$ cat src/rtl/dlw_pkg.sv
// Package for the descriptor loop walker: field widths, payload structs,
// phase and register codes. No dependencies.
package dlw_pkg;

	localparam int MAX_LEN_DEF = 4096;

	localparam int BYTE_W   = 8;
	localparam int COUNT_W  = 12;
	localparam int TOTAL_W  = 13;
	localparam int OFFSET_W = 12;
	localparam int WIDX_W   = 11;

	localparam int HDR_BYTES = 2;

	localparam int CFG_IDX_W  = 1;
	localparam int CFG_DATA_W = 11;

	localparam logic [CFG_IDX_W-1:0] CFG_SEARCH_TAG   = 1'd0;
	localparam logic [CFG_IDX_W-1:0] CFG_WANTED_INDEX = 1'd1;

	localparam int PHASE_W = 2;
	localparam logic [PHASE_W-1:0] PH_TAG  = 2'd0;
	localparam logic [PHASE_W-1:0] PH_LEN  = 2'd1;
	localparam logic [PHASE_W-1:0] PH_BODY = 2'd2;

	typedef struct packed {
		logic [BYTE_W-1:0] data_byte;
		logic              byte_present;
		logic              end_of_buffer;
	} in_item_t;

	typedef struct packed {
		logic [COUNT_W-1:0]  descriptor_count;
		logic [TOTAL_W-1:0]  total_length;
		logic                tag_found;
		logic [OFFSET_W-1:0] tag_offset;
		logic                index_found;
		logic [OFFSET_W-1:0] index_offset;
	} result_t;

	typedef struct packed {
		logic    emit;
		result_t res;
	} walk_res_t;

	typedef struct packed {
		logic [BYTE_W-1:0] search_tag;
		logic [WIDX_W-1:0] wanted_index;
	} cfg_regs_t;

endpackage

$ cat src/rtl/dlw_if.sv
// Channel interfaces for the descriptor loop walker: input items, results
// and register writes. Depends on dlw_pkg.
interface dlw_in_if import dlw_pkg::*; ();
	logic     valid;
	logic     ready;
	in_item_t data;
	modport source (output valid, output data, input ready);
	modport sink (input valid, input data, output ready);
endinterface

interface dlw_out_if import dlw_pkg::*; ();
	logic    valid;
	logic    ready;
	result_t data;
	modport source (output valid, output data, input ready);
	modport sink (input valid, input data, output ready);
endinterface

interface dlw_cfg_if import dlw_pkg::*; ();
	logic                  valid;
	logic                  ready;
	logic [CFG_IDX_W-1:0]  index;
	logic [CFG_DATA_W-1:0] wdata;
	modport source (output valid, output index, output wdata, input ready);
	modport sink (input valid, input index, input wdata, output ready);
endinterface

$ cat src/rtl/descriptor_loop_tlv_walker.sv
// Top level of the descriptor loop walker: register block, walker and
// result register. Depends on dlw_pkg, dlw_if and the dlw_* modules.
//
//   channel  | dir | carries
//   item_in  | in  | data_byte, byte_present, end_of_buffer
//   result   | out | count, total length, tag and index offsets with flags
//   cfg      | in  | register index and write data (search_tag, wanted_index)
//
// One item a cycle; the walk state advances in the cycle an item is taken.
// A result is visible the cycle after its end-of-buffer item is taken.
// item_in stalls only while a result waits in the output register.
// Reset clears the registers, the walk state and the result valid; no clearing pass.
module descriptor_loop_tlv_walker import dlw_pkg::*; #(
	parameter int MAX_LEN = MAX_LEN_DEF
) (
	input  logic      clk,
	input  logic      arst_n,
	dlw_in_if.sink    item_in,
	dlw_out_if.source result,
	dlw_cfg_if.sink   cfg
);

	cfg_regs_t regs;
	walk_res_t walk;
	logic      can_take;
	logic      take;

	assign item_in.ready = can_take;
	assign take          = item_in.valid && can_take;

	dlw_cfg_regs u_cfg (
		.clk    (clk),
		.arst_n (arst_n),
		.cfg    (cfg),
		.regs   (regs)
	);

	dlw_walker #(
		.MAX_LEN (MAX_LEN)
	) u_walker (
		.clk    (clk),
		.arst_n (arst_n),
		.take   (take),
		.item   (item_in.data),
		.regs   (regs),
		.walk   (walk)
	);

	dlw_result_reg u_res (
		.clk      (clk),
		.arst_n   (arst_n),
		.walk     (walk),
		.can_take (can_take),
		.result   (result)
	);

endmodule

$ cat src/rtl/dlw_cfg_regs.sv
// Configuration registers: search tag and wanted index, written through
// the register write channel. Depends on dlw_pkg and dlw_if.
module dlw_cfg_regs import dlw_pkg::*; (
	input  logic      clk,
	input  logic      arst_n,
	dlw_cfg_if.sink   cfg,
	output cfg_regs_t regs
);

	logic [BYTE_W-1:0] search_tag_q;
	logic [WIDX_W-1:0] wanted_index_q;

	assign cfg.ready = 1'b1;

	always_ff @(posedge clk or negedge arst_n) begin
		if (!arst_n) begin
			search_tag_q   <= '0;
			wanted_index_q <= '0;
		end else if (cfg.valid) begin
			case (cfg.index)
				CFG_SEARCH_TAG:   search_tag_q   <= cfg.wdata[BYTE_W-1:0];
				CFG_WANTED_INDEX: wanted_index_q <= cfg.wdata[WIDX_W-1:0];
				default: ;
			endcase
		end
	end

	assign regs.search_tag   = search_tag_q;
	assign regs.wanted_index = wanted_index_q;

endmodule

$ cat src/rtl/dlw_walker.sv
// Walk state of the descriptor loop: phase, counters and found offsets,
// advanced by at most one byte per accepted item. Depends on dlw_pkg.
module dlw_walker import dlw_pkg::*; #(
	parameter int MAX_LEN = MAX_LEN_DEF
) (
	input  logic      clk,
	input  logic      arst_n,
	input  logic      take,
	input  in_item_t  item,
	input  cfg_regs_t regs,
	output walk_res_t walk
);

	localparam int POS_RAW = $clog2(MAX_LEN + 1);
	localparam int CNT_RAW = $clog2(MAX_LEN / HDR_BYTES + 1);
	localparam int OFS_RAW = $clog2(MAX_LEN);
	localparam int POS_W   = (POS_RAW > TOTAL_W) ? POS_RAW : TOTAL_W;
	localparam int CNT_W   = (CNT_RAW > COUNT_W) ? CNT_RAW : COUNT_W;
	localparam int OFS_W   = (OFS_RAW > OFFSET_W) ? OFS_RAW : OFFSET_W;
	localparam logic [POS_W-1:0] POS_LIMIT = POS_W'(MAX_LEN);

	logic [PHASE_W-1:0] phase_q, phase_d;
	logic [BYTE_W-1:0]  held_tag_q, held_tag_d;
	logic [BYTE_W-1:0]  body_left_q, body_left_d;
	logic [POS_W-1:0]   pos_q, pos_d, pos_inc;
	logic [OFS_W-1:0]   start_q, start_d;
	logic [CNT_W-1:0]   count_q, count_d;
	logic [POS_W-1:0]   bytes_q, bytes_d;
	logic               match_seen_q, match_seen_d;
	logic [OFS_W-1:0]   match_ofs_q, match_ofs_d;
	logic               index_seen_q, index_seen_d;
	logic [OFS_W-1:0]   index_ofs_q, index_ofs_d;
	logic [BYTE_W-1:0]  body_dec;
	logic               finish;

	assign pos_inc  = pos_q + POS_W'(1);
	assign body_dec = (body_left_q != '0) ? body_left_q - BYTE_W'(1) : '0;

	always_comb begin
		phase_d      = phase_q;
		held_tag_d   = held_tag_q;
		body_left_d  = body_left_q;
		pos_d        = pos_q;
		start_d      = start_q;
		count_d      = count_q;
		bytes_d      = bytes_q;
		match_seen_d = match_seen_q;
		match_ofs_d  = match_ofs_q;
		index_seen_d = index_seen_q;
		index_ofs_d  = index_ofs_q;
		finish       = 1'b0;

		if (item.byte_present && (pos_q < POS_LIMIT)) begin
			pos_d = pos_inc;
			case (phase_q)
				PH_TAG: begin
					held_tag_d = item.data_byte;
					start_d    = pos_q[OFS_W-1:0];
					phase_d    = PH_LEN;
				end
				PH_LEN: begin
					if (item.data_byte == '0) begin
						finish = 1'b1;
					end else begin
						body_left_d = item.data_byte;
						phase_d     = PH_BODY;
					end
				end
				default: begin
					body_left_d = body_dec;
					finish      = (body_dec == '0);
				end
			endcase
		end

		if (finish) begin
			if (!match_seen_q && (held_tag_q == regs.search_tag)) begin
				match_seen_d = 1'b1;
				match_ofs_d  = start_q;
			end
			if (!index_seen_q && (count_q == CNT_W'(regs.wanted_index))) begin
				index_seen_d = 1'b1;
				index_ofs_d  = start_q;
			end
			count_d = count_q + CNT_W'(1);
			bytes_d = pos_inc;
			phase_d = PH_TAG;
		end
	end

	always_comb begin
		walk.emit                 = take && item.end_of_buffer;
		walk.res.descriptor_count = count_d[COUNT_W-1:0];
		walk.res.total_length     = bytes_d[TOTAL_W-1:0];
		walk.res.tag_found        = match_seen_d;
		walk.res.tag_offset       = match_seen_d ? match_ofs_d[OFFSET_W-1:0] : '0;
		walk.res.index_found      = index_seen_d;
		walk.res.index_offset     = index_seen_d ? index_ofs_d[OFFSET_W-1:0] : '0;
	end

	always_ff @(posedge clk or negedge arst_n) begin
		if (!arst_n) begin
			phase_q      <= PH_TAG;
			held_tag_q   <= '0;
			body_left_q  <= '0;
			pos_q        <= '0;
			start_q      <= '0;
			count_q      <= '0;
			bytes_q      <= '0;
			match_seen_q <= 1'b0;
			match_ofs_q  <= '0;
			index_seen_q <= 1'b0;
			index_ofs_q  <= '0;
		end else if (take) begin
			if (item.end_of_buffer) begin
				// clear the walk once the result is taken over
				phase_q      <= PH_TAG;
				held_tag_q   <= '0;
				body_left_q  <= '0;
				pos_q        <= '0;
				start_q      <= '0;
				count_q      <= '0;
				bytes_q      <= '0;
				match_seen_q <= 1'b0;
				match_ofs_q  <= '0;
				index_seen_q <= 1'b0;
				index_ofs_q  <= '0;
			end else begin
				phase_q      <= phase_d;
				held_tag_q   <= held_tag_d;
				body_left_q  <= body_left_d;
				pos_q        <= pos_d;
				start_q      <= start_d;
				count_q      <= count_d;
				bytes_q      <= bytes_d;
				match_seen_q <= match_seen_d;
				match_ofs_q  <= match_ofs_d;
				index_seen_q <= index_seen_d;
				index_ofs_q  <= index_ofs_d;
			end
		end
	end

endmodule

$ cat src/rtl/dlw_result_reg.sv
// Result output register: holds one result until taken and tells the
// input side when an item may enter. Depends on dlw_pkg and dlw_if.
module dlw_result_reg import dlw_pkg::*; (
	input  logic      clk,
	input  logic      arst_n,
	input  walk_res_t walk,
	output logic      can_take,
	dlw_out_if.source result
);

	logic    valid_q;
	result_t data_q;

	assign can_take = !valid_q || result.ready;

	always_ff @(posedge clk or negedge arst_n) begin
		if (!arst_n) begin
			valid_q <= 1'b0;
		end else if (walk.emit) begin
			valid_q <= 1'b1;
		end else if (result.ready) begin
			valid_q <= 1'b0;
		end
	end

	always_ff @(posedge clk) begin
		if (walk.emit) begin
			data_q <= walk.res;
		end
	end

	assign result.valid = valid_q;
	assign result.data  = data_q;

endmodule
$ cat src/flat_wrapper.sv
// flat-port wrapper written by rule: the top's interface ports become plain ports
module descriptor_loop_tlv_walker_flat import dlw_pkg::*;
#(
	parameter int MAX_LEN = MAX_LEN_DEF
)
  (clk, arst_n, item_in_valid, item_in_data, item_in_ready, result_valid, result_data, result_ready, cfg_valid, cfg_index, cfg_wdata, cfg_ready);
  dlw_in_if item_in_i ();
  dlw_out_if result_i ();
  dlw_cfg_if cfg_i ();
  input  logic clk;
  input  logic arst_n;
  input wire logic [$bits(item_in_i.valid)-1:0] item_in_valid;
  input wire logic [$bits(item_in_i.data)-1:0] item_in_data;
  output wire logic [$bits(item_in_i.ready)-1:0] item_in_ready;
  output wire logic [$bits(result_i.valid)-1:0] result_valid;
  output wire logic [$bits(result_i.data)-1:0] result_data;
  input wire logic [$bits(result_i.ready)-1:0] result_ready;
  input wire logic [$bits(cfg_i.valid)-1:0] cfg_valid;
  input wire logic [$bits(cfg_i.index)-1:0] cfg_index;
  input wire logic [$bits(cfg_i.wdata)-1:0] cfg_wdata;
  output wire logic [$bits(cfg_i.ready)-1:0] cfg_ready;
  assign item_in_i.valid = item_in_valid;
  assign item_in_i.data = item_in_data;
  assign item_in_ready = item_in_i.ready;
  assign result_valid = result_i.valid;
  assign result_data = result_i.data;
  assign result_i.ready = result_ready;
  assign cfg_i.valid = cfg_valid;
  assign cfg_i.index = cfg_index;
  assign cfg_i.wdata = cfg_wdata;
  assign cfg_ready = cfg_i.ready;
  descriptor_loop_tlv_walker #(.MAX_LEN(MAX_LEN)) u_core (.clk(clk), .arst_n(arst_n), .item_in(item_in_i), .result(result_i), .cfg(cfg_i));
endmodule
$ cat config.mk
export PLATFORM = sky130hd
export DESIGN_NAME = descriptor_loop_tlv_walker_flat
export DESIGN_NICKNAME = d
export VERILOG_FILES = /design/src/rtl/dlw_pkg.sv /design/src/rtl/dlw_if.sv /design/src/rtl/descriptor_loop_tlv_walker.sv /design/src/rtl/dlw_cfg_regs.sv /design/src/rtl/dlw_walker.sv /design/src/rtl/dlw_result_reg.sv /design/src/flat_wrapper.sv
export SDC_FILE = /design/constraint.sdc
export NUM_CORES = 1
export LEC_CHECK = 0
export BUFFER_PORTS_ARGS = -buffer_cell sky130_fd_sc_hd__buf_4
export CAP_MARGIN = 20
export CELL_PAD_IN_SITES_DETAIL_PLACEMENT = 2
export CELL_PAD_IN_SITES_GLOBAL_PLACEMENT = 2
export CORE_MARGIN = 1.5
export CORE_UTILIZATION = 42
export CTS_CLUSTER_SIZE = 14
export DETAILED_ROUTE_END_ITERATION = 6
export PLACE_DENSITY = 0.85
export SYNTH_ARGS = -nofsm -noshare
export SYNTH_HDL_FRONTEND = slang
export SYNTH_SLANG_ARGS = --single-unit
export TNS_END_PERCENT = 10
$ cat constraint.sdc
create_clock -name clk -period 7.8 [get_ports clk]
set_input_delay 2.34 -clock clk [delete_from_list [all_inputs] [get_ports clk]]
set_output_delay 2.34 -clock clk [all_outputs]
set_load 0.005 [all_outputs]
==> metrics.txt <==
Net count, final=about 800; Max-Cap Viols=0; CP max FO=5; Die X=approximately 140 µm; CP required=5.46 ns; post-synthesis cell count=approximately 690; synth unique cells=just under 60; Pins Over Slew Limit=0; hold crit path type=reg -> reg; most frequent CP cell=buf_4; post-synthesis net count=between 700 and 800; Final ANT Viol Nets=0; Hold Path Depth=2; CP max stage delay=0.22 ns; Vias/cell=about 6; Slew @ Worst Pin=around 1.0 ns; Crit. End Element=primary output; Startpoint Class=primary input; DR iter-0 viols=291; drt wl/cell=~24 µm; flop-to-flop setup slack=around 4.3 ns; synthesized cell area=around 7700 µm²; CTS tree=built; reg2reg start=u_core.u_walker.body_left_q[0]; vias in the first global route=roughly 6300; share of layout cells above drive strength 1=20.3%; htree depth=4; number of port buffers=79; total CTS buffers=17; Placeable Area=between 15000 and 20000 µm²; CTS Hold Buffers Added=0; remaining routing DRC violations=0; Post-CTS Resized=0; CP max stage cell=nand2b_1; CTS root buf=clkbuf_16; Vias=~5900; Worst Skew=~0.012 ns; GRT Total Usage=between 20% and 30%; R2R depth=10; final hold slack=between 0.4 and 0.5 ns; DP Wirelength=between 15000 and 20000 µm; chip height=~140 µm; Yosys reg bits=165; Worst-path clk slew=0.07 ns; die area=19000 µm²; CP Data Arrival Time=around 2.9 ns; fmax=0.193 GHz; Post-synth EDFFs=51; initial antenna violation count=0; crit path cell chain=buf_4, nand2b_1, buf_4; Area Growth Syn to Fin=17.9%; 1st-pass router iterations=4; register area share after synthesis=a little under three fifths; outcome=complete, no violations; first-pass GRT wire length=around 37000 µm; # IOs=a little over 80; # diodes=0; most common cell after layout, fill and taps aside=dfrtp_1; leakage=around 3.8 nW; Final GP Congestion=0.848; post-synthesis async set-or-reset flop share=69.1%; WS Path Type=in -> out; slew margin rel.=30.3%; total setup buffers inserted after CTS=0; row cnt=49; synthesized area per cell=~11 µm²; VDD IR max=between 150 and 200 µV; Initial Utilization=approximately 43%; Final min period=approximately 5.2 ns; period utilization=between 60% and 70%; unrepaired setup endpoints after global routing=no; clk buf depth=2; top_reg_cell synth=dfrtp_1; Detailed Route WL=23400 µm; power per cell area=280 nW/µm²; Hold Vio Cnt, Final=0; YS warnings=0; CTS Sinks=roughly 170; Hold Crit Endpoint=u_core.u_walker.bytes_q[11]; Critical R2R Capture=u_core.u_walker.index_ofs_q[1]; most frequent cells in the layout=dfrtp_1 (114), buf_4 (84), nand2_1 (83); post-route setup TNS=0 ns; Setup Viol. Count Final=0; min-delay src=u_core.u_walker.bytes_q[11]; Clock Latency Late Sink=between 0.4 and 0.5 ns; total global routing overflow=0; pin count of the biggest net entering global routing=63
-- kinds of logic (layout without fill, tap and decap cells) --
logic type                 count (synthesis)  count (layout)  share of synthesized area, %
AOI/OAI and AO/OA                        189             189                          17.8
and+or+nand+nor                          200             200                          12.3
buffers and inverters                     64             140                          3.60
muxes                                     23              23                          3.32
other                                      1               1                        0.0490
DFF                                      165             165                          57.3
adders and majority gates                  4               4                         0.654
xor gates and xnor gates                  43              43                          4.92
-- metal layers --
layer / up-vias / global-route usage, % / part of all wire [%]
met5: - / 0 / 0
met4: 0 / 7.87 / 1.7
met3: 33 / 5.19 / 4.0
met2: 153 / 43.3 / 50
met1: 3103 / 34.1 / 44
li1: 2624 / - / -
-- worst max-delay path, delay by kind of cell --
kind,cells,cell delay [ns]
AND/OR/NAND/NOR,1,0.22
buffers and inverters,2,0.28
-- state kept, by name, summed over array words and instances (netlist names) --
name                          cells
u_core.u_res.result.valid         1
u_core.u_walker.phase_q           2
u_core.u_walker.body_left_q       8
u_core.u_cfg.search_tag_q         8
u_core.u_walker.start_q          12
u_core.u_walker.count_q          12
u_core.u_walker.bytes_q          13
u_core.u_walker.match_ofs_q      12
u_core.u_walker.index_ofs_q      12
u_core.u_walker.pos_q            13
u_core.u_walker.match_seen_q      1
u_core.u_res.result.data         51
u_core.u_walker.held_tag_q        8
u_core.u_cfg.wanted_index_q      11
u_core.u_walker.index_seen_q      1
-- worst max path at each step --
stage	endpoint	startpoint	slack [ns]
floorplan	item_in_ready	result_ready	2.94
global placement	u_core.u_walker.index_ofs_q[7]	item_in_data[2]	2.21
detailed placement	u_core.u_walker.index_ofs_q[1]	item_in_data[2]	2.01
CTS	u_core.u_walker.index_ofs_q[1]	item_in_data[2]	2.45
global route	item_in_ready	result_ready	2.60
finish	item_in_ready	result_ready	2.61
-- per-stage QoR --
step	setup slack [ns]	util, %	area [µm²]	std cells	power [mW]
floorplan	2.94	-	7650	689	1.44
global placement	2.21	46.8	8370	959	1.60
detailed placement	2.01	46.8	8370	959	1.64
CTS	2.45	50.1	8960	991	2.51
global route	2.60	50.4	9020	994	2.63
finish	2.61	50.4	9020	994	2.53
-- cell usage after synthesis (2+ instances only) --
library cell	instances	area share [%]
dfrtp_1	114	37
nand2_1	83	4.1
o21ai_0	53	3.5
edfxtp_1	51	20
a22o_1	48	5.5
nor2_1	43	2.1
xor2_1	29	3.3
clkbuf_1	27	1.3
o31ai_1	27	2.6
inv_1	21	1.0
mux2_2	19	2.8
a21oi_1	18	1.2
nand3_1	16	1.0
xnor2_1	14	1.6
nor3_1	11	0.72
and3_1	10	0.82
buf_2	10	0.65
a31oi_1	6	0.49
nor4_1	6	0.49
o311ai_1	6	0.69
and2_1	5	0.41
nand2b_1	5	0.41
nor2b_1	5	0.41
a22oi_1	4	0.39
ha_1	4	0.65
mux2i_1	4	0.52
o21a_1	4	0.39
a21o_1	3	0.29
a32oi_1	3	0.34
a211o_1	2	0.23
buf_4	2	0.20
buf_6	2	0.29
nor2_2	2	0.16
nor4_2	2	0.33
o211a_4	2	0.46
o211ai_1	2	0.20
o22ai_1	2	0.16
o41ai_1	2	0.23
or2_2	2	0.16
or4_1	2	0.20
-- report_power, final --
group | switching [mW] | internal, mW | leakage [nW]
sequential | 0.0789 | 0.966 | 2.03
clock | 0.380 | 0.481 | 0.290
combinational | 0.391 | 0.229 | 1.52
-- cell type report --
type	instances	area, µm²
Sequential cell	165	4380
Tap cell	229	287
Timing Repair Buffer	86	678
Clock inverter	14	161
Multi-Input combinational cell	460	3000
Inverter	22	82.6
Clock buffer	18	429
Fill cell	1810	8880
(Power assumes the default switching activity.)
